## src/rtl/core/eabv_pkg.sv

```systemverilog
// Shared types, constants and the Q30 multiply used by the Euler-angle basis pipeline.
// Depends on nothing; every other file in rtl/core but eabv_checker imports it.
`timescale 1ns / 1ps

package eabv_pkg;

    localparam int ANGLE_W     = 16;
    localparam int SINE_STAGES = 11;
    localparam int OUT_STAGES  = 2;
    localparam int PIPE_STAGES = SINE_STAGES + OUT_STAGES;

    localparam int Q_FRAC     = 30;
    localparam int SINE_MAG_W = 31;

    // Degrees-to-radians factor pi/180 in Q0.40, split into two partial products.
    localparam int D2R_W    = 35;
    localparam int D2R_LO_W = 17;
    localparam int D2R_HI_W = D2R_W - D2R_LO_W;
    localparam logic [D2R_W-1:0] D2R_Q40 = 35'd19190098069;

    localparam logic [31:0] COEF3_Q30 = 32'd178956971;
    localparam logic [31:0] COEF5_Q30 = 32'd8947849;
    localparam logic [31:0] COEF7_Q30 = 32'd213044;
    localparam logic [31:0] ONE_Q30   = 32'd1073741824;
    localparam logic [63:0] Q30_HALF  = 64'h0000_0000_2000_0000;

    typedef struct packed {
        logic                  neg;
        logic [SINE_MAG_W-1:0] mag;
    } sine_t;

    function automatic logic [33:0] mul_q30(input logic [31:0] a, input logic [31:0] b);
        logic [63:0] p;
        p = 64'(a) * 64'(b) + Q30_HALF;
        return p[63:30];
    endfunction

endpackage

```

## src/rtl/core/eabv_ctrl.sv

```systemverilog
// Valid bits and per-stage load enables of the basis pipeline.
// Depends on eabv_pkg for the stage count.
`timescale 1ns / 1ps

module eabv_ctrl import eabv_pkg::*; (
    input  logic                   aclk,
    input  logic                   aresetn,
    input  logic                   s_valid,
    output logic                   s_ready,
    output logic                   m_valid,
    input  logic                   m_ready,
    output logic [PIPE_STAGES-1:0] stage_en
);

    logic [PIPE_STAGES-1:0] valid_reg;
    logic [PIPE_STAGES-1:0] valid_next;

    // A stage may load when the output is taken or any stage at or after it is empty.
    always_comb begin
        for (int k = 0; k < PIPE_STAGES; k++) begin
            stage_en[k] = m_ready || (((~valid_reg) >> k) != '0);
        end
        for (int k = 0; k < PIPE_STAGES; k++) begin
            if (stage_en[k]) begin
                valid_next[k] = (k == 0) ? s_valid : valid_reg[(k == 0) ? 0 : k - 1];
            end else begin
                valid_next[k] = valid_reg[k];
            end
        end
    end

    always_ff @(posedge aclk) begin
        if (!aresetn) begin
            valid_reg <= '0;
        end else begin
            valid_reg <= valid_next;
        end
    end

    assign s_ready = stage_en[0];
    assign m_valid = valid_reg[PIPE_STAGES-1];

endmodule

```

## config.mk

```make
export PLATFORM = sky130hd
export DESIGN_NAME = eabv_ctrl
export DESIGN_NICKNAME = d
export VERILOG_FILES = /design/src/rtl/core/eabv_pkg.sv /design/src/rtl/core/eabv_ctrl.sv
export SDC_FILE = /design/constraint.sdc
export NUM_CORES = 1
export LEC_CHECK = 0
export ABC_AREA = 1
export ABC_CLOCK_PERIOD_IN_PS = 1390
export BUFFER_PORTS_ARGS = -buffer_cell sky130_fd_sc_hd__buf_2
export CORE_UTILIZATION = 35
export CTS_BUF_LIST = sky130_fd_sc_hd__clkbuf_16
export DETAILED_ROUTE_END_ITERATION = 6
export RECOVER_POWER = 25
export SLEW_MARGIN = 20
export SYNTH_ARGS = -nofsm -noshare
export SYNTH_HDL_FRONTEND = slang
export SYNTH_SLANG_ARGS = --single-unit
```

## constraint.sdc

```tcl
create_clock -name aclk -period 1.39 [get_ports aclk]
set_input_delay 0.0695 -clock aclk [delete_from_list [all_inputs] [get_ports aclk]]
set_output_delay 0.0695 -clock aclk [all_outputs]
set_load 0.02 [all_outputs]
```

* Word-level counts from Yosys, hierarchy flattened
Cells that the tools add are included.
W data, S select, Z words.
** Storage, ports and cells
- Register bits :: 13
** Operators by class
- Reduce and logical (&&, ||, !) cells :: 25
- Bitwise operators :: 1
** Operators by type and width (count)
- $reduce_bool A13 Y1 :: 12
- $logic_or A1 B1 Y1 :: 13
- $not A13 Y13 :: 1

* Logic depth before layout (Yosys ltp)
- Depth after elaboration :: 3
- Mapped depth :: 5
- Mapped depth without buffers :: 5

* Least setup slack after synthesis
Ideal clock, no wire load.
- Kind :: reg2out
- From :: reg valid_reg[12]
- To :: out stage_en[0]
- Stages on the path, launching flop included :: 5
- Arrival :: 1306 ps
- Required time :: 1321 ps
- Path slack :: 14 ps
- Cell sequence :: dfxtp_1 nand2_2 nor2_8 nand4_2 buf_4
** Between the ends
- Cells in the longest elaborated chain, start to end :: 3
** Ends and longest elaborated chain
- start, declared :: line eabv_ctrl.sv:15 : logic [PIPE_STAGES-1:0] valid_reg;
- start signal, assigned :: line eabv_ctrl.sv:36 : valid_reg <= valid_next;
- $not A13 Y13 :: line eabv_ctrl.sv:21 : stage_en[k] = m_ready || (((~valid_reg) >> k) != '0);
- $reduce_bool A13 Y1 :: line eabv_ctrl.sv:21
- $logic_or A1 B1 Y1 :: line eabv_ctrl.sv:21
- end, declared :: line eabv_ctrl.sv:12 : output logic [PIPE_STAGES-1:0] stage_en
Every way passes these cells.

* Final worst setup path
- From :: reg valid_reg[5]
- To :: out stage_en[0]
Same word-level chain as after synthesis.

==> flow_metrics.py <==
metrics = {
    "run_status": {
        "status": "finished, violations left",
        "failed_checks": "DRC",
    },
    "die": {
        "io_pins": 19,
        "die_width_um": 44.2,
        "core_um2": 1580,
        "num_rows": 14,
        "die-area_um2": 1950,
        "die_height_um": 44.2,
        "initial_core_util": 0.395,
    },
    "power_and_ir_drop": {
        "p_int_w": 0.000765,
        "p_sw_frac": 0.181,
        "switching_power_w": 0.000170,
        "power_frac_seq": 0.408,
        "ir_worst_vdd_mv": 0.587,
        "p_comb_frac": 0.023,
        "cellPowerDensity_nw_per_um2": 1170,
        "leakagePower_nw": 0.374,
        "p_clk_frac": 0.569,
    },
    "clocking": {
        "cts_root_buf": "clkbuf_16",
        "cts_sinks": 13,
        "holdBufCountCts": 0,
        "clock_latency_ns": 0.24,
        "clk_pin_slew_worst_paths_ns": 0.04,
        "cts_tree": "done",
        "cts_made_buffers": 3,
        "clk_path_buf_depth": 2,
        "cts_max_level": 1,
    },
    "sta": {
        "finalSetupTns_ns": 0,
        "slew_viol_final": 0,
        "period_minus_slack_ns": 1.32,
        "finalHoldViolations": 0,
        "max_freq_ghz": 0.757,
        "worstMarginPinSlew_ns": 0.505,
        "fin_worst_skew_ns": 0.00158,
        "relSlewSlack": 0.663,
        "fin_crit_sh": 0.950,
        "setup_viol": 0,
        "rsz0062_at_grt": "false",
    },
    "drt": {
        "routedWlPerCell_um": 10.7,
        "drt-vias-per-instance": 4.61,
        "ant_nets": 0,
        "first_iter_violations": 7,
        "routed_wl_mm": 1.12,
        "route.detailed.drc": 2,
        "via_count": 484,
        "drtPass1Iterations": 6,
    },
    "place": {
        "port-buffer-count": 18,
        "dp.cells": 101,
        "dp_hpwl_um": 838,
        "gp_congestion": 0.729,
    },
    "global_route": {
        "first_global_vias": 414,
        "grt_usage": 0.129,
        "overflow": 0,
        "grt_max_degree": 13,
        "grt_pass1_wl_mm": 1.75,
        "antenna_found_initial": 0,
    },
    "worst_hold_path": {
        "hold_class": "input pin to flip-flop",
    },
    "yosys": {
        "syn_inst": 69,
        "synth_top_cell_by_area": "dfxtp_1",
        "synthDistinctLibCells": 15,
        "syn_avg_cell_area_um2": 9.03,
        "seq_area_frac_synth": 0.418,
        "synth_area_um2": 623,
        "synth_nets": 73,
        "synth.area.top_cells": "dfxtp_1, nand4_2, a21oi_2",
        "ys_warn_count": 0,
        "synth-seq-cells": 13,
        "synth_top_area_frac": 0.418,
    },
    "finish": {
        "drive_gt1_frac": 0.539,
        "largest_register_ffs": 13,
        "layout_commonest_cell": "buf_2",
        "finalNonFillerCells": 105,
        "synthToLayoutAreaGrowth_pct": 28.5,
        "antennaDiodeCount": 0,
        "fin_nets": 94,
        "mostFrequentLayoutCells": "buf_2, inv_1, dfxtp_1",
    },
    "setup_path": {
        "cp-end-kind": "primary output",
        "critPathArrivalTime_ns": 1.25,
        "path_buf_inv": 1,
        "worstPathRequired_ns": 1.32,
        "crit_family": "simple AND/OR/NAND/NOR gates",
        "critical_path.max_fanout": 5,
        "startpoint_type": "flip-flop",
        "max_stage_delay_ns": 0.36,
        "slowest_stage": "dfxtp_1",
        "crit_chain": "nand2_1 -> nor2_4 -> nand4_2 -> buf_2",
        "crit_type": "flip-flop to primary output",
    },
    "job": {
        "max-cap-violations": 0,
    },
}
## worst register-to-register path, stage by stage (launching register included)
cell and delay (ns):
dfxtp_1 0.36, nand2_1 0.10, nor2_4 0.21, nand4_2 0.16, a21oi_2 0.13
## synthesized netlist by cell type (all sizes together)
library cell / instances
buf: 2
nand4: 6
inv: 17
o21a: 1
a21oi: 11
nor2: 7
dfxtp: 13
nand3: 1
nand2: 11
## layer usage
metal,global-route usage,vias to the layer above,wire length [µm]
li1,-,253,-
met5,0,-,0
met2,0.182,13,506
met4,0.109,0,29
met3,0.0367,4,56
met1,0.159,214,530
## layout make-up
| type | count | area [µm²] |
|---|---|---|
| fill | 165 | 776 |
| multi-input combinational | 37 | 287 |
| sequential | 13 | 263 |
| timing repair buffer | 18 | 88.8 |
| clock buffer | 3 | 75.1 |
| inverter | 17 | 63.8 |
| tap | 16 | 20.0 |
| clock inverter | 1 | 3.75 |
## worst paths after layout
kind | depth (start not counted) | slack [ns] | startpoint | endpoint
worst max-delay path | 4 | 0.07 | valid_reg[5] | stage_en[0]
worst min-delay path | 2 | 0.05 | aresetn | valid_reg[8]
worst max register to register | 4 | 0.37 | valid_reg[5] | valid_reg[0]
worst min register to register | 2 | 0.45 | valid_reg[8] | valid_reg[9]
## cells by family after synthesis
kind of cell,count (synthesis),synth area share
AO/OA/AOI/OAI,12,0.149
flip-flops,13,0.418
AND/OR/NAND/NOR,25,0.311
buffers and inverters,19,0.122
## timing repair
action,4_1_cts,5_1_grt
buffers inserted,0,0
setup endpoints to repair,0,3
gates resized for setup,0,2
## through the flow
stage	hold slack, ns	setup slack (ns)	area, µm²	total power (W)	utilization
3_5_place_dp	0.301	0.311	721	0.000410	0.457
6_report	0.0491	0.0690	801	0.000935	0.508
3_3_place_gp	0.305	0.329	721	0.000410	0.457
5_1_grt	0.0561	0.000548	801	0.000962	0.508
4_1_cts	0.0528	0.0503	800	0.000946	0.507
2_1_floorplan	0.187	0.0142	623	0.000404	-
## power by group through the flow
stage,clock network (W),logic [W],registers (W)
floorplan,0,0.0000160,0.000387
global placement,0,0.0000222,0.000388
detailed placement,0,0.0000223,0.000388
CTS,0.000543,0.0000221,0.000381
global route,0.000556,0.0000244,0.000381
finish,0.000531,0.0000218,0.000381
Power figures use the tool's default switching activity.
